[src/sv/bbd_fifo.sv]
// Small register-based queue with fill level, used for the command queue and the result queue.
module bbd_fifo #(
	parameter int W     = 8,
	parameter int DEPTH = 4
) (
	input  logic                       clk,
	input  logic                       arst_n,
	input  logic                       push,
	input  logic [W-1:0]               wdata,
	input  logic                       pop,
	output logic [W-1:0]               rdata,
	output logic                       full,
	output logic                       empty,
	output logic [$clog2(DEPTH+1)-1:0] level
);
	localparam int AW = (DEPTH > 1) ? $clog2(DEPTH) : 1;
	localparam int LW = $clog2(DEPTH + 1);

	logic [W-1:0]  store_q [DEPTH];
	logic [AW-1:0] wr_ptr_q;
	logic [AW-1:0] rd_ptr_q;
	logic [LW-1:0] level_q;
	logic          do_push;
	logic          do_pop;

	assign full    = (level_q == LW'(DEPTH));
	assign empty   = (level_q == '0);
	assign level   = level_q;
	assign rdata   = store_q[rd_ptr_q];
	assign do_push = push && !full;
	assign do_pop  = pop && !empty;

	// Entry storage.
	always_ff @(posedge clk) begin
		if (do_push) begin
			store_q[wr_ptr_q] <= wdata;
		end
	end

	// Pointers and fill level.
	always_ff @(posedge clk or negedge arst_n) begin
		if (!arst_n) begin
			wr_ptr_q <= '0;
			rd_ptr_q <= '0;
			level_q  <= '0;
		end else begin
			if (do_push) begin
				wr_ptr_q <= (wr_ptr_q == AW'(DEPTH - 1)) ? '0 : wr_ptr_q + AW'(1);
			end
			if (do_pop) begin
				rd_ptr_q <= (rd_ptr_q == AW'(DEPTH - 1)) ? '0 : rd_ptr_q + AW'(1);
			end
			if (do_push && !do_pop) begin
				level_q <= level_q + LW'(1);
			end else if (do_pop && !do_push) begin
				level_q <= level_q - LW'(1);
			end
		end
	end

endmodule

[config.mk]
export PLATFORM = sky130hd
export DESIGN_NAME = bbd_fifo
export DESIGN_NICKNAME = d
export VERILOG_FILES = /design/src/sv/bbd_fifo.sv
export SDC_FILE = /design/constraint.sdc
export NUM_CORES = 1
export LEC_CHECK = 0
export BUFFER_PORTS_ARGS = -buffer_cell sky130_fd_sc_hd__buf_2
export CELL_PAD_IN_SITES_DETAIL_PLACEMENT = 0
export CELL_PAD_IN_SITES_GLOBAL_PLACEMENT = 2
export CORE_AREA = 4 4 94 52
export CTS_CLUSTER_DIAMETER = 50
export DETAILED_ROUTE_END_ITERATION = 8
export DIE_AREA = 0 0 98 56
export PLACE_DENSITY_LB_ADDON = 0.1
export SYNTH_ARGS = -nofsm -noshare
export SYNTH_HDL_FRONTEND = slang
export SYNTH_SLANG_ARGS = --single-unit
[constraint.sdc]
create_clock -name clk -period 2.2 [get_ports clk]
set_input_delay 0.44 -clock clk [delete_from_list [all_inputs] [get_ports clk]]
set_output_delay 0.44 -clock clk [all_outputs]
set_load 0.05 [all_outputs]
==> flow_summary.toml, run 1 <==
[run_status]
status = "finished, final reports clean"

[layout]
nNetsFinal = 128
seq_area_um2 = 1141
drive_above_1_share = 0.5364
n_fill_cell = 371
diodes = 0
layout_commonest_cell = "edfxtp_1"
syn_to_final_growth_pct = 18.69
multi_input_area_um2 = 476.7
final_cell_mix = "edfxtp_1 (32), buf_2 (24), mux4_2 (8), ha_1 (5), clkbuf_8 (5)"

[setup_path]
arrival_ns = 1.67
worstPathMaxFanout = 11
critPathKind = "flip-flop to primary output"
cp-end-kind = "primary output"
critical_path_required_ns = 1.76
worst_setup_path_start_kind = "flip-flop"

[grt]
gr-total-overflow = 0
grt_pass1_wl_um = 4678
grt_max_degree = 13
grt_antenna_before_repair = 0
grt_pass1_vias = 846
grt_use_total = 0.1169

[routing]
viasPerCell = 4.701
firstDrtPassIters = 4
route.detailed.drc = 0
num_vias = 785
drt_iter0_drc = 57
totalWireLength_um = 2817
ant_nets = 0
drt-wirelength-per-cell_um = 16.87

[timing]
fin_crit_sh = 0.9571
slew_headroom = 0.6949
finalHoldViolCount = 0
rsz0062_at_grt = "no"
worstMarginPinSlew_ns = 0.4577
setup_violations = 0
maxSlewViolCount = 0
fmax_ghz = 0.4749
skew_ns = 0.005875
fin_crit_ns = 2.106
whs_ns = 0.3651

[floorplan]
die_h_um = 56
die-width_um = 98
core_area_um2 = 4148
initial_core_util = 0.3906
rows = 17
io_pins = 25
die_area_um2 = 5488

[flow_run]
drv_cap = 0

[clock_tree]
cts_made_buffers = 5
postCtsSetupBuffers = 0
cts_sinks = 39
htreeDepth = 2
clockBufferDepth = 2
clk_latency_ns = 0.29
clk_pin_slew_ns = 0.08
ctsRootBufferMaster = "clkbuf_8"
cts_tree = "yes"

[logic_synthesis]
synth_area_um2 = 1620
synth_sequential_area_ratio = 0.7012
synth_seq_cells = 39
ys_types = 19
synthesis.nets = 98
synthCells = 79
syn_area_per_cell_um2 = 20.51
yosysWarnings = 0

[hold_path]
hp-class = "primary input to flip-flop"

[place]
gp_congestion = 0.6995
dp_hpwl_um = 2024
io_buffers = 24
[routing by layer]
metal / up-vias / track usage / wire length (um)
met5: - / 0 / 0
met4: 0 / 0.05325 / 38
met3: 5 / 0.04506 / 131
met2: 15 / 0.1499 / 1235
met1: 403 / 0.1714 / 1411
li1: 362 / - / -
[stage by stage]
| stage | setup WS (ns) | TNS, ns | util | instances | instance area [um^2] |
|---|---|---|---|---|---|
| final | 0.09428 | 0 | 0.4637 | 167 | 1923 |
| after global routing | 0.01048 | 0 | 0.4637 | 167 | 1923 |
| after CTS | 0.06475 | 0 | 0.4637 | 167 | 1923 |
| after detailed placement | 0.1797 | 0 | 0.4404 | 158 | 1827 |
| after global placement | 0.2105 | 0 | 0.4404 | 158 | 1827 |
| after floorplan | -0.1392 | -0.2633 | - | 79 | 1648 |
[flip-flops by register name, summed over array words and instances (netlist names)]
signal    flops
level         3
rd_ptr_q      2
store_q      32
wr_ptr_q      2
[layout make-up]
type                       count  share of cell area
tap                           57             0.03709
multi-input combinational     34              0.2479
clock buffer                   6             0.03774
inverter                       3            0.005856
timing repair buffer          26             0.07157
clock inverter                 2            0.006506
sequential                    39              0.5934
[worst max-delay path, stage by stage (launching register included)]
cell and delay [ns]:
dfrtp_2 0.58, mux4_2 0.56, buf_2 0.23
[timing repair]
item | 4_1_cts | 5_1_grt
gates resized for setup | 1 | 0
endpoints found under the setup margin | 8 | 0
endpoints found under the hold margin | 7 | 0
hold buffers | 1 | 0
[Yosys cell counts]
library cell,n,area share
inv_1,3,0.0069
nand2b_4,1,0.0085
nor2b_2,1,0.0054
dfrtp_1,7,0.11
ha_1,6,0.046
buf_1,1,0.0023
nor3b_4,1,0.012
nor2_1,3,0.0069
mux2_4,2,0.019
mux2_2,3,0.021
nor3_1,1,0.0031
buf_6,1,0.0069
mux4_2,8,0.11
fa_1,1,0.012
buf_2,1,0.0031
and2_2,4,0.019
edfxtp_1,32,0.59
xor2_1,2,0.011
xnor2_1,1,0.0054
[logic make-up after synthesis]
kind of cell | after synthesis | synth area share
xor gates and xnor gates | 3 | 0.01622
adders and majority gates | 7 | 0.05869
buffers and inverters | 6 | 0.01930
DFF | 39 | 0.7012
muxes | 13 | 0.1506
and+or+nand+nor | 11 | 0.05405
[final timing paths]
path                        startpoint            end  cells past startpoint  slack [ns]
max                        rd_ptr_q[0]       rdata[0]                      2        0.09
min                           wdata[4]  store_q[3][4]                      1        0.37
max reg2reg                   level[0]       level[2]                      8        0.30
min reg2reg                   level[2]       level[2]                      1        0.53
max in group asynchronous       arst_n       level[1]                      2        1.51
min in group asynchronous       arst_n    rd_ptr_q[1]                      2        0.51
Power of run 1 is left out: the tool's default activity adds up to more than one toggle a clock period on the data nets, which glitch-free logic cannot reach.
==> run 2: changes to the inputs <==
--- a/config.mk
+++ b/config.mk
@@ -8,10 +8,10 @@
 export BUFFER_PORTS_ARGS = -buffer_cell sky130_fd_sc_hd__buf_2
 export CELL_PAD_IN_SITES_DETAIL_PLACEMENT = 0
 export CELL_PAD_IN_SITES_GLOBAL_PLACEMENT = 2
-export CORE_AREA = 4 4 94 52
+export CORE_AREA = 4 4 68 70
 export CTS_CLUSTER_DIAMETER = 50
 export DETAILED_ROUTE_END_ITERATION = 8
-export DIE_AREA = 0 0 98 56
+export DIE_AREA = 0 0 72 74
 export PLACE_DENSITY_LB_ADDON = 0.1
 export SYNTH_ARGS = -nofsm -noshare
 export SYNTH_HDL_FRONTEND = slang
==> flow_summary.toml, run 2 (synthesis gave the netlist of run 1 again) <==
[run_status]
status = "finished, final reports clean"

[clock_tree]
htreeDepth = 2
ctsRootBufferMaster = "clkbuf_8"
clk_pin_slew_ns = 0.07
clk_latency_ns = 0.28
clockBufferDepth = 2
cts_sinks = 39
cts_tree = "yes"
postCtsSetupBuffers = 0
cts_made_buffers = 5

[grt]
grt_pass1_wl_um = 4229
gr-total-overflow = 0
grt_antenna_before_repair = 0
grt_use_total = 0.1064
grt_pass1_vias = 857
grt_max_degree = 13

[routing]
num_vias = 761
totalWireLength_um = 2420
drt_iter0_drc = 67
ant_nets = 0
firstDrtPassIters = 5
drt-wirelength-per-cell_um = 15.13
viasPerCell = 4.756
route.detailed.drc = 0

[floorplan]
initial_core_util = 0.4080
die-width_um = 72
io_pins = 25
die_h_um = 74
core_area_um2 = 3971
rows = 23
die_area_um2 = 5328

[place]
dp_hpwl_um = 1727
io_buffers = 24
pre_cts_slack_ns = 0.1888
gp_congestion = 0.6456

[setup_path]
r2r_cells = 8
critPathKind = "flip-flop to primary output"
arrival_ns = 1.63
worst_setup_path_start_kind = "flip-flop"
worstPathMaxFanout = 11
cp-end-kind = "primary output"
critical_path_required_ns = 1.76

[timing]
maxSlewViolCount = 0
skew_ns = 0.004912
setup_violations = 0
slew_headroom = 0.7035
fin_ws_ns = 0.1264
fin_crit_ns = 2.074
finalSetupTns_ns = 0
worstMarginPinSlew_ns = 0.4447
rsz0062_at_grt = "no"
finalHoldViolCount = 0
whs_ns = 0.3695
fin_crit_sh = 0.9425
fmax_ghz = 0.4823

[layout]
largest_register_ffs = 32
nNetsFinal = 128
syn_to_final_growth_pct = 21.08
layout_commonest_cell = "edfxtp_1"
final_cell_mix = "edfxtp_1 (32), buf_2 (24), mux4_2 (8), ha_1 (5), clkbuf_8 (5)"
diodes = 0
top_register = "store_q"
drive_above_1_share = 0.5364
fin_util = 0.4940

[hold_path]
whs_path_depth = 1
hp-class = "primary input to flip-flop"

[flow_run]
drv_cap = 0
[run 2: cell count changes in the layout (fill, tap and decap cells not counted)]
cell        before  now
bufinv_16        0    2
clkinv_2         1    0
clkinvlp_4       1    0
[run 2: path summary, 6_finish.rpt]
kind / start / slack (ns) / to
setup / recovery: rd_ptr_q[0] / 0.13 / rdata[6]
hold / removal: wdata[1] / 0.37 / store_q[2][1]
setup reg to reg: level[1] / 0.32 / level[2]
hold reg to reg: level[2] / 0.54 / level[2]
max in group asynchronous: arst_n / 1.52 / rd_ptr_q[0]
min in group asynchronous: arst_n / 0.51 / level[0]
[run 2: routing by layer]
metal,part of all wire,global-route usage,up-vias
met2,0.51,0.1806,19
met5,0,0,-
met3,0.052,0.04054,2
li1,-,-,362
met1,0.43,0.1248,378
met4,0.0079,0.03758,0
[run 2: layout make-up]
type	instances	area, um^2
fillers	338	2009
flip-flops and latches	39	1141
multi-input cells	34	476.7
repair buffers	26	137.6
clock buffers	6	72.57
well taps	50	62.56
clock inverters	2	60.06
inverters	3	11.26
[run 2: timing repair]
item                                    4_1_cts  5_1_grt
endpoints found under the setup margin        8        0
hold buffers                                  1        0
endpoints found under the hold margin         7        0
resized for setup                             1        0
[run 2: stage by stage]
step	cells	cell area, um^2
floorplan	79	1648
global placement	151	1818
detailed placement	151	1818
CTS	160	1962
global route	160	1962
finish	160	1962
[run 2: critical path, cell delays in order, from the launching register on]
cell and delay, ns:
dfrtp_2 0.57, mux4_2 0.55, buf_2 0.23
Power of run 2 is left out for the same reason.
