<file path="config.mk">
export PLATFORM = sky130hd
export DESIGN_NAME = bbd_front
export DESIGN_NICKNAME = d
export VERILOG_FILES = /design/src/sv/bbd_pkg.sv /design/src/sv/bbd_front.sv
export SDC_FILE = /design/constraint.sdc
export NUM_CORES = 1
export LEC_CHECK = 0
export ABC_AREA = 1
export BUFFER_PORTS_ARGS = -buffer_cell sky130_fd_sc_hd__buf_2
export CAP_MARGIN = 10
export CELL_PAD_IN_SITES_DETAIL_PLACEMENT = 1
export CELL_PAD_IN_SITES_GLOBAL_PLACEMENT = 2
export CORE_MARGIN = 3
export CORE_UTILIZATION = 29
export CTS_CLUSTER_SIZE = 8
export DETAILED_ROUTE_END_ITERATION = 10
export PLACE_DENSITY = 0.75
export SLEW_MARGIN = 30
export SYNTH_ARGS = -nofsm -noshare
export SYNTH_HDL_FRONTEND = slang
export SYNTH_SLANG_ARGS = --single-unit
</file>
<file path="constraint.sdc">
create_clock -name clk -period 3.05 [get_ports clk]
set_input_delay 0.61 -clock clk [delete_from_list [all_inputs] [get_ports clk]]
set_output_delay 0.61 -clock clk [all_outputs]
set_load 0.05 [all_outputs]
</file>
<file path="src/sv/bbd_pkg.sv">
// Shared types and constants for the 2x2 BGRA box downsampler.
package bbd_pkg;

	// Fixed pixel and sum geometry.
	localparam int PIXEL_W   = 32;
	localparam int CHAN_W    = 8;
	localparam int NUM_CHAN  = 4;
	localparam int SUM_W     = 9;
	localparam int SUMS_W    = SUM_W * NUM_CHAN;
	localparam int CFG_W     = 12;

	// Depth of the command queue and of the result queue.
	localparam int QUEUE_DEPTH = 4;

	// Command from the front to the back, less the column index.
	typedef struct packed {
		logic              odd_row;
		logic              end_of_row;
		logic [SUMS_W-1:0] sums;
	} cmd_t;

	// One finished result beat.
	typedef struct packed {
		logic [PIXEL_W-1:0] pixel;
		logic               end_of_row;
	} res_t;

	// Per-channel sums of two pixels, packed as four 9-bit fields.
	function automatic logic [SUMS_W-1:0] pair_sums(input logic [PIXEL_W-1:0] p0,
		input logic [PIXEL_W-1:0] p1);
		logic [SUMS_W-1:0] packed_sums;
		packed_sums = '0;
		for (int c = 0; c < NUM_CHAN; c++) begin
			packed_sums[c*SUM_W +: SUM_W] = {1'b0, p0[c*CHAN_W +: CHAN_W]}
				+ {1'b0, p1[c*CHAN_W +: CHAN_W]};
		end
		return packed_sums;
	endfunction

endpackage

</file>
<file path="src/sv/bbd_front.sv">
// Front end: takes pixels, tracks row position, forms pair sums and issues commands.
module bbd_front #(
	parameter int MAX_PAIRS = 2048,
	parameter int CW        = 11
) (
	input  logic                        clk,
	input  logic                        arst_n,
	input  logic                        cfg_wr_en,
	input  logic [bbd_pkg::CFG_W-1:0]   cfg_wr_data,
	input  logic                        push,
	input  logic [bbd_pkg::PIXEL_W-1:0] pixel_in,
	input  logic                        start_of_frame,
	input  logic                        cmd_full,
	output logic                        full,
	output logic                        cmd_push,
	output bbd_pkg::cmd_t               cmd,
	output logic [CW-1:0]               cmd_col
);
	import bbd_pkg::*;

	// Wide enough for the clamped width and for the configured value.
	localparam int WW = (CW + 1 > CFG_W + 1) ? CW + 1 : CFG_W + 1;

	logic [PIXEL_W-1:0] held_q;
	logic [CW-1:0]      col_q;
	logic               second_q;
	logic               odd_q;
	logic [WW-1:0]      width_q;

	logic               accept;
	logic               sec_eff;
	logic [CW-1:0]      col_eff;
	logic               odd_eff;
	logic               last;
	logic [WW-1:0]      cfg_ext;

	assign full   = cmd_full;
	assign accept = push && !cmd_full;

	// A start-of-frame beat restarts the position before it is used.
	assign sec_eff = start_of_frame ? 1'b0 : second_q;
	assign col_eff = start_of_frame ? '0 : col_q;
	assign odd_eff = start_of_frame ? 1'b0 : odd_q;
	assign last    = (WW'(col_eff) + WW'(1)) >= width_q;
	assign cfg_ext = WW'(cfg_wr_data);

	// Command for the back end, issued on the second pixel of a pair.
	assign cmd_push       = accept && sec_eff;
	assign cmd.odd_row    = odd_eff;
	assign cmd.end_of_row = last;
	assign cmd.sums       = pair_sums(held_q, pixel_in);
	assign cmd_col        = col_eff;

	// Held first pixel of a pair.
	always_ff @(posedge clk) begin
		if (accept && !sec_eff) begin
			held_q <= pixel_in;
		end
	end

	// Position tracking and width register, clamped to the legal range when written.
	always_ff @(posedge clk or negedge arst_n) begin
		if (!arst_n) begin
			col_q    <= '0;
			second_q <= 1'b0;
			odd_q    <= 1'b0;
			width_q  <= WW'(1);
		end else begin
			if (cfg_wr_en) begin
				if (cfg_ext == '0) begin
					width_q <= WW'(1);
				end else if (cfg_ext > WW'(MAX_PAIRS)) begin
					width_q <= WW'(MAX_PAIRS);
				end else begin
					width_q <= cfg_ext;
				end
			end
			if (accept) begin
				if (!sec_eff) begin
					second_q <= 1'b1;
					col_q    <= col_eff;
					odd_q    <= odd_eff;
				end else begin
					second_q <= 1'b0;
					if (last) begin
						col_q <= '0;
						odd_q <= !odd_eff;
					end else begin
						col_q <= col_eff + CW'(1);
						odd_q <= odd_eff;
					end
				end
			end
		end
	end

endmodule

</file>
==> metrics, run 1 <==
count of max-cap constraint violations 0; status complete, no violations; number of flops mapped to enable cells by yosys 32; worst-case headroom to the max-slew limit 57.6%; number of buffers on the longest clock path 2; IO Pins 101; maximum resistive drop on vdd 0.000251 V; Die W 124 µm; Finish-stage setup viols 0; kind of capture point of the worst setup path primary output; Final Hold Vio Count 0; number of buffers added by the clock tree synthesis step 9; clk root buf clkbuf_16; via count of the routed design 3,609; Cell Area, Placed 5020 µm²; portion of the post-synthesis area used by sequential elements roughly two fifths; worst slack after detailed placement -129 ps; total stage count of the critical path 12; largest cells by area after synthesis edfxtp_1 24%, dfrtp_1 15%, ha_1 14%; power density of the placed cells 502 nW/µm²; number of nets with antenna violations after routing 0; total DRC errors in the routed layout 0; Slew @ Worst Pin 636 ps; crit start category primary input; Mean Syn Cell Area between 8 and 9 µm²; number of levels in the clock H-tree 3; first-pass GRT wire length 18.7 mm; 1st-pass router iterations 4; Port-buffer cells 100; placed wire-length estimate after detailed placement approximately 9.3 mm; share of final-layout standard cells stronger than drive strength 1 a little over a third; worst-path cell with the longest stage delay ha_1; post-route worst setup slack 35.4 ps; worst setup skew after layout 5.95 ps; combined buffer and inverter count along the critical path 5; number of warnings printed during yosys synthesis 0; die footprint 15,400 µm²; fraction of registers with async set or reset after synthesis 43.9%; final instance area 5610 µm²; chip height 124 µm; Sink Count 57; standard-cell rows 42; clock slew at the register clock pins of the worst setup and hold paths 50 ps; largest net degree at the start of global routing 26; met1 global-route usage 19.0%; global-route met3 utilization slightly above 4%; Synth top area share 23.8%; number of antenna violations at the first check in global routing 0; Synth Flop Type edfxtp_1; Worst path max stage delay approximately 320 ps; CP cell instances buf_12 > buf_12 > nor2_4 > nand2_4 > buf_4 > nor4_1 > ha_1 > nand3_2 > inv_1 > a21oi_2 > nand2_2 > buf_12; most frequent cell on the critical path buf_12; final slew viol count 0; diodes inserted 0; area delta synth->final 38.9%; end-of-flow core utilization 41.7%; commonest cells in the synthesized netlist 83 x inv_1, 75 x nand2_1, 45 x ha_1; CP required 2440 ps; final weighted congestion of routability-driven global placement just over 0.8; RSZ-0062 raised after global routing true; leakage power summed over all cells 2.83 nW; number of nets in the finished design 709; core area 13,500 µm²; Synth Net Count 557; Netlist cell types 37; Total Routed Length 11.8 mm; DRC marker count from the first detailed-route iteration 104; reg2reg path depth 21; highest clock rate 0.332 GHz; total routing resource utilization after global routing 15.8%; wire per inst 14.9 µm; post-synth design cell area roughly 4000 µm²; data arrival time of the worst path between 2000 and 2500 ps; critical path start-end classification primary input to primary output; path class of the lowest-slack min-delay path primary input to asynchronous set/reset pin; vias in the first global route between 3,000 and 4,000; met2 usage in global routing around 28%; CTS tree built; CP top delay family simple AND/OR/NAND/NOR gates; most numerous cell in the Yosys netlist inv_1; fin crit share 98.8%; Syn Inst Count 458; most used routing layer in global routing met2; Synth Register Bits 57; overflow left after global routing 0; clock latency on the worst-skew pair 330 ps; initial cell density of the core a little under a third; Via-to-Cell Ratio 4.56; post-layout minimum cycle time 3010 ps; worst-path maximum fanout 6; cell type contributing the most total cell area after synthesis edfxtp_1
## state kept, by name, summed over array words and instances (netlist names)
signal	cells
held_q	32
width_q	12
odd_q	1
col_q	11
second_q	1
## layer usage
metal  share of wire, %  up-vias  wire length (µm)
li1                   -     1821                 -
met1                 43     1696              5050
met2                 50       83              5900
met3                5.6        9               656
met4                1.4        0               161
met5                  0        -                 0
## power breakdown
group	switching (mW)	total, mW	internal, mW
clock	0.351	1.07	0.714
combinational	0.612	0.863	0.252
sequential	0.0179	0.885	0.867
## final timing paths
path | from | to | slack (ps)
min in group clk | pixel_in[30] | held_q[30]$_DFFE_PP_ | 480
max in group asynchronous | arst_n | col_q[0]$_DFFE_PN0P_ | 2300
hold / removal | arst_n | col_q[5]$_DFFE_PN0P_ | 300
hold reg to reg | col_q[10]$_DFFE_PN0P_ | col_q[10]$_DFFE_PN0P_ | 500
setup reg to reg | col_q[2]$_DFFE_PN0P_ | col_q[10]$_DFFE_PN0P_ | 180
setup / recovery | start_of_frame | cmd[36] | 40
## metrics by stage
| step | hold WS, ps | TNS (ps) | std cells | power [mW] |
|---|---|---|---|---|
| 6_report | 305 | 0 | 791 | 2.81 |
| 5_1_grt | 324 | -118 | 791 | 2.98 |
| 4_1_cts | 312 | 0 | 788 | 2.86 |
| 3_5_place_dp | 512 | -145 | 753 | 1.74 |
| 3_3_place_gp | 481 | -7.72 | 753 | 1.73 |
| 2_1_floorplan | 314 | -217 | 458 | 1.51 |
## cells in the final DEF (no fill, tap or decap), types with 2 or more instances in the layout
cell type  netlist  final
nand3_1         30     29
nor3_4           0      2
a21oi_1         34     33
o21ai_0         12      9
nor2_4           9     13
nor3_1           4      2
buf_4            3     45
buf_2            0     96
xor2_1          18     18
bufinv_16        0      2
inv_1           83     79
clkbuf_1         1      4
o22ai_1          7      7
nand2_4          0      3
xnor2_1          7      6
dfrtp_1         24     23
nor2_1          16     11
fa_1             4      4
ha_4             0      5
o21bai_1         2      2
ha_1            45     40
a21oi_2          1      2
o21ai_1         10     12
nand2_1         75     67
nor2_2           4      5
inv_2            8     12
o211ai_1         5      5
buf_12           0      4
clkbuf_16        0      9
edfxtp_1        32     32
nand4_1         10     10
nand2_2          2      7
clkbuf_4         0      2
## cell families after synthesis
kind of cell / Yosys count / synth area share, %
adders and majority gates: 49 / 15.9
xor gates and xnor gates: 26 / 5.83
and+or+nand+nor: 156 / 19.2
AOI/OAI and AO/OA: 73 / 9.95
buffers and inverters: 97 / 9.76
DFF: 57 / 39.3
## area by class of cell
| type | count | area [µm²] |
|---|---|---|
| multi-input cells | 304 | 2240 |
| fillers | 1623 | 7850 |
| inverters | 91 | 342 |
| clock buffers | 13 | 240 |
| flip-flops and latches | 57 | 1590 |
| repair buffers | 147 | 913 |
| well taps | 176 | 220 |
| clock inverters | 3 | 65.1 |
## what timing repair did
item,in CTS,in global routing
endpoints found under the setup margin,1,4
setup buffers,19,4
resized for setup,9,22
pin swaps,14,16
hold buffers,0,0
(Power assumes the default switching activity.)
==> run 2: changes to the inputs <==
--- a/config.mk
+++ b/config.mk
@@ -14,7 +14,7 @@
 export CORE_UTILIZATION = 29
 export CTS_CLUSTER_SIZE = 8
 export DETAILED_ROUTE_END_ITERATION = 10
-export PLACE_DENSITY = 0.75
+export PLACE_DENSITY_LB_ADDON = 0.25
 export SLEW_MARGIN = 30
 export SYNTH_ARGS = -nofsm -noshare
 export SYNTH_HDL_FRONTEND = slang
==> metrics, run 2 (synthesis gave the netlist of run 1 again) <==
area delta synth->final 38.0%; Die W 124 µm (unchanged); worst setup skew after layout 7.75 ps (+1.80 ps); Worst path max stage delay 200 ps (-120 ps); number of nets in the finished design 708 (-0.14%); status complete, no violations; Via-to-Cell Ratio 4.62 (+1.2%); total DRC errors in the routed layout 0 (unchanged); final instance area 5570 µm² (-0.65%); clock slew at the register clock pins of the worst setup and hold paths 50 ps (about the same); Slew @ Worst Pin 623 ps (-12.4 ps); first-pass GRT wire length 18.8 mm (+0.89%); area of the multi-input gates 2230 µm² (-0.22%); placed wire-length estimate after detailed placement 8.98 mm (-3.7%); via count of the routed design 3,646 (+1.0%); final slew viol count 0 (unchanged); count of max-cap constraint violations 0 (unchanged); overflow left after global routing 0 (unchanged); number of flip-flops under the largest register name 32 (unchanged); final weighted congestion of routability-driven global placement 0.802 (-3.0%); share of final-layout standard cells stronger than drive strength 1 35.2% (-0.11 points); leakage power summed over all cells 2.78 nW (-1.9%); kind of capture point of the worst setup path primary output; chip height 124 µm (unchanged); diodes inserted 0 (unchanged); FILL cells 1,602 (-1.3%); worst-path maximum fanout 6 (unchanged); Final TNS setup 0 ps (unchanged); die footprint 15,400 µm² (unchanged); Port-buffer cells 100 (unchanged); Final Hold Vio Count 0 (unchanged); most common cell after layout, fill and taps aside buf_2; total routing resource utilization after global routing 15.9% (+0.074 points); end-of-flow core utilization 41.4% (-0.27 points); RSZ-0062 raised after global routing true; core area 13,500 µm² (unchanged); number of buffers added by the clock tree synthesis step 9 (unchanged); worst-path cell with the longest stage delay ha_4; critical path start-end classification primary input to primary output; vias in the first global route 3,924 (+1.8%); Largest Register held_q; number of antenna violations at the first check in global routing 1 (+1); data arrival time of the worst path 2410 ps (about the same); most frequent cells in the layout 97 x buf_2, 81 x inv_1, 67 x nand2_1; Finish-stage setup viols 0 (unchanged); clock latency on the worst-skew pair 330 ps (about the same); Min Hold Slack 290 ps (-14.9 ps); Total Routed Length 11.5 mm (-2.4%); footprint of the flip-flops and latches 1590 µm² (unchanged); 1st-pass router iterations 4 (unchanged); standard-cell rows 42 (unchanged); CP required 2440 ps (about the same); maximum resistive drop on vdd 0.000204 V (-19%); IO Pins 101 (unchanged); CTS tree built; initial cell density of the core 30.0% (unchanged); wire per inst 14.5 µm (-2.3%); Cell Area, Placed 4980 µm² (-0.85%); crit start category primary input; largest net degree at the start of global routing 33 (+27%); worst-case headroom to the max-slew limit 58.4% (+0.83 points); most frequent cell on the critical path nand2_1; CP cell instances buf_12 > nor2_4 > ha_4 > nand2_4 > nor2_4 > nand3_1 > nand2_1 > nand2_1 > inv_2 > ha_4 > nand2_2 > inv_1 > nand2_1 > nand2_1 > a21oi_2 > nand2_2 > buf_8; highest clock rate 0.331 GHz (-0.33%); path class of the lowest-slack min-delay path primary input to asynchronous set/reset pin; clk root buf clkbuf_16; number of levels in the clock H-tree 3 (unchanged); power density of the placed cells 480 nW/µm² (-4.3%); number of buffers on the longest clock path 2 (unchanged); fin crit share 99.2% (+0.32 points); Sink Count 57 (unchanged); post-layout minimum cycle time 3020 ps (+9.89 ps); DRC marker count from the first detailed-route iteration 140 (+35%); Largest regs held_q: 32 flops, width_q: 12 flops, col_q: 11 flops; number of nets with antenna violations after routing 0 (unchanged)
run 2: cell type report:
| type | count | share of cell area [%] |
|---|---|---|
| Inverter | 91 | 6.13 |
| Clock inverter | 1 | 0.0898 |
| Clock buffer | 15 | 4.81 |
| Multi-Input combinational cell | 304 | 40.1 |
| Timing Repair Buffer | 146 | 16.4 |
| Sequential cell | 57 | 28.5 |
| Tap cell | 176 | 3.95 |
run 2: path summary, 6_finish.rpt:
path | startpoint | end | slack (ps) | depth (start not counted)
min reg2reg | col_q[10]$_DFFE_PN0P_ | col_q[10]$_DFFE_PN0P_ | 500 | 2
max in group asynchronous | arst_n | col_q[2]$_DFFE_PN0P_ | 2320 | 1
max reg2reg | col_q[6]$_DFFE_PN0P_ | col_q[10]$_DFFE_PN0P_ | 250 | 21
max | start_of_frame | cmd[36] | 30 | 17
min in group clk | pixel_in[15] | held_q[15]$_DFFE_PP_ | 470 | 1
min | arst_n | col_q[1]$_DFFE_PN0P_ | 290 | 1
run 2: per-layer routing:
metal / up-vias / share of wire, % / track usage (%)
li1: 1825 / - / -
met2: 78 / 49 / 26.7
met5: - / 0.096 / 0
met3: 14 / 5.2 / 4.31
met1: 1727 / 44 / 19.3
met4: 2 / 2.0 / 6.09
run 2: timing repair:
action,in CTS,in global routing
hold buffers,0,0
setup endpoints to repair,1,3
hold endpoints to repair,0,0
pin swaps,16,10
cloned,1,0
setup buffers,20,3
resized for setup,19,12
run 2: worst max-delay path, delay by kind of cell:
family / cells / cell delay [ps]
buffers and inverters: 4 / 400
and+or+nand+nor: 10 / 890
adders and majority gates: 2 / 370
AOI/OAI and AO/OA: 1 / 130
run 2: metrics by stage:
step	power [mW]	setup slack [ps]	cells
2_1_floorplan	1.51	-217	458
3_3_place_gp	1.73	-131	751
3_5_place_dp	1.74	-156	751
4_1_cts	2.73	5.15	788
5_1_grt	2.84	-139	790
6_report	2.68	25.5	790
run 2: power breakdown:
part | switching, mW | internal [mW]
clock | 0.339 | 0.593
sequential | 0.0151 | 0.867
combinational | 0.610 | 0.252
==> run 3: changes to the inputs <==
--- a/config.mk
+++ b/config.mk
@@ -10,6 +10,7 @@
 export CAP_MARGIN = 10
 export CELL_PAD_IN_SITES_DETAIL_PLACEMENT = 1
 export CELL_PAD_IN_SITES_GLOBAL_PLACEMENT = 2
+export CORE_ASPECT_RATIO = 0.6
 export CORE_MARGIN = 3
 export CORE_UTILIZATION = 29
 export CTS_CLUSTER_SIZE = 8
==> metrics, run 3 (synthesis gave the netlist of run 1 again) <==
Via-to-Cell Ratio 4.60 (-0.40%); Inst Count DP 749 (-0.27%); total routing resource utilization after global routing 16.0% (+0.096 points); area delta synth->final 36.1%; worst-path cell with the longest stage delay ha_4; number of antenna violations at the first check in global routing 1 (unchanged); power density of the placed cells 513 nW/µm² (+6.9%); Largest Register held_q; worst-path maximum fanout 8 (+2); placed wire-length estimate after detailed placement 9.83 mm (+9.5%); DRC marker count from the first detailed-route iteration 131 (-6.4%); combined buffer and inverter count along the critical path 4 (unchanged); clock slew at the register clock pins of the worst setup and hold paths 50 ps (about the same); post-layout minimum cycle time 3090 ps (+62.6 ps); Final Hold Vio Count 0 (unchanged); worst-case headroom to the max-slew limit 58.8% (+0.35 points); violated checks setup timing; Port-buffer cells 100 (unchanged); Min Hold Slack 291 ps (+1.57 ps); CP required 2440 ps (about the same); standard-cell rows 32 (-24%); number of nets with antenna violations after routing 0 (unchanged); kind of capture point of the worst setup path primary output; chip height 97.4 µm (-21%); Largest regs held_q: 32 flops, width_q: 12 flops, col_q: 11 flops; Sink Count 57 (unchanged); largest net degree at the start of global routing 33 (unchanged); number of flip-flops under the largest register name 32 (unchanged); Finished Layout Cells 774 (-2.0%); clk root buf clkbuf_16; highest clock rate 0.324 GHz (-2.0%); number of buffers added by the clock tree synthesis step 9 (unchanged); Slew @ Worst Pin 618 ps (-5.24 ps); most common cell after layout, fill and taps aside buf_2; via count of the routed design 3,558 (-2.4%); CP cell instances buf_12 > nor2_4 > ha_4 > nand2_4 > nor2_4 > buf_4 > nand2_1 > nand2_1 > inv_2 > ha_4 > nand2_2 > nand2_2 > nand2_2 > nand2_2 > a21oi_2 > nand2_2 > buf_8; fin crit share 101% (+2.1 points); overflow left after global routing 0 (unchanged); status finished, violations left; post-layout total power 2.82 mW (+5.4%); die footprint 15,400 µm² (+0.30%); initial cell density of the core 30.6% (+0.55 points); count of max-cap constraint violations 0 (unchanged); Finish-stage setup viols 1 (+1); most frequent cells in the layout 97 x buf_2, 81 x inv_1, 67 x nand2_1; RSZ-0062 raised after global routing true; 1st-pass router iterations 4 (unchanged); CP top delay family simple AND/OR/NAND/NOR gates; first-pass GRT wire length 19.5 mm (+3.5%); diodes inserted 0 (unchanged); core area 13,200 µm² (-1.8%); wire per inst 15.5 µm (+6.6%); crit start category primary input; Total Routed Length 12.0 mm (+4.5%); data arrival time of the worst path 2480 ps (+70 ps); most frequent cell on the critical path nand2_2; leakage power summed over all cells 2.75 nW (-1.1%); worst setup skew after layout 9.47 ps (+1.73 ps); number of nets in the finished design 698 (-1.4%); clock latency on the worst-skew pair 320 ps (about the same); total DRC errors in the routed layout 0 (unchanged); vias in the first global route 3,796 (-3.3%); path class of the lowest-slack min-delay path primary input to asynchronous set/reset pin; Worst path max stage delay 210 ps (about the same); maximum resistive drop on vdd 0.000225 V (+10%); number of buffers on the longest clock path 2 (unchanged); final slew viol count 0 (unchanged); Die W 158 µm (+28%); critical path start-end classification primary input to primary output; final weighted congestion of routability-driven global placement 0.813 (+1.3%); share of final-layout standard cells stronger than drive strength 1 34.3% (-0.91 points); post-route worst setup slack -37.1 ps (-62.6 ps); CTS tree built; IO Pins 101 (unchanged); number of levels in the clock H-tree 3 (unchanged)
[run 3: cell count changes in the layout (fill, tap and decap cells not counted), sizes merged]
cell	before	now
clkinvlp	0	1
bufinv	0	1
clkinv	1	2
clkbuf	16	13
bufbuf	1	0
buf	144	135
[run 3: layout make-up]
class                   count  area, µm²
fillers                  1574       7720
multi-input cells         304       2210
flip-flops and latches     57       1590
repair buffers            136        818
inverters                  91        342
clock buffers              12        278
well taps                 170        213
clock inverters             4       47.5
[run 3: timing repair]
action                                  4_1_cts  5_1_grt
buffers inserted                              5        4
pin swaps                                     7        8
hold buffers                                  0        0
endpoints found under the hold margin         0        0
resized for setup                            20        7
endpoints found under the setup margin        1        2
[run 3: worst reg2reg max path, stage by stage, from the launching register on]
cell and delay (ps):
dfrtp_1 330, inv_2 60, nor2_4 150, ha_4 180, nand2_4 60, nor2_4 170, buf_4 130, nand2_1 40
nand2_1 70, inv_2 50, ha_4 210, nand2_2 60, nand2_2 50, nand2_2 60, nand2_2 50, a21oi_2 150
nand2_2 110, buf_4 170, nor2_4 210, nand3_1 100, o21ai_0 110
[run 3: routing by layer]
metal  track usage [%]  vias to the layer above  wire, µm
met5                 0                        -         7
met4              3.17                        2        95
met3              3.74                       12       614
met2              22.8                       66      4920
met1              24.4                     1670      6360
li1                  -                     1808         -
[run 3: power by group]
group	leakage [nW]	internal [mW]	switching, mW	total [mW]
sequential	0.623	0.867	0.0146	0.881
clock	0.160	0.723	0.359	1.08
combinational	1.97	0.242	0.616	0.858
total	2.75	1.83	0.989	2.82
[run 3: path summary, 6_finish.rpt]
check	from	to	slack (ps)	cells past startpoint
setup / recovery	start_of_frame	cmd[36]	-40	17
hold / removal	arst_n	col_q[5]$_DFFE_PN0P_	290	1
setup reg to reg	col_q[1]$_DFFE_PN0P_	col_q[4]$_DFFE_PN0P_	420	20
hold reg to reg	width_q[0]$_DFFE_PN1P_	width_q[0]$_DFFE_PN1P_	510	2
max in group asynchronous	arst_n	width_q[1]$_DFFE_PN0P_	2340	1
min in group clk	pixel_in[31]	held_q[31]$_DFFE_PP_	480	1
[run 3: per-stage QoR]
| step | util, % | setup slack, ps | setup TNS, ps | area [µm²] |
|---|---|---|---|---|
| after global placement | 37.7 | -200 | -307 | 4990 |
| after CTS | 41.2 | -1.61 | -1.61 | 5440 |
| after floorplan | - | -217 | -217 | 4140 |
| after global routing | 41.6 | -198 | -198 | 5490 |
| after detailed placement | 37.7 | -325 | -1240 | 4990 |
| final | 41.6 | -37.1 | -37.1 | 5490 |
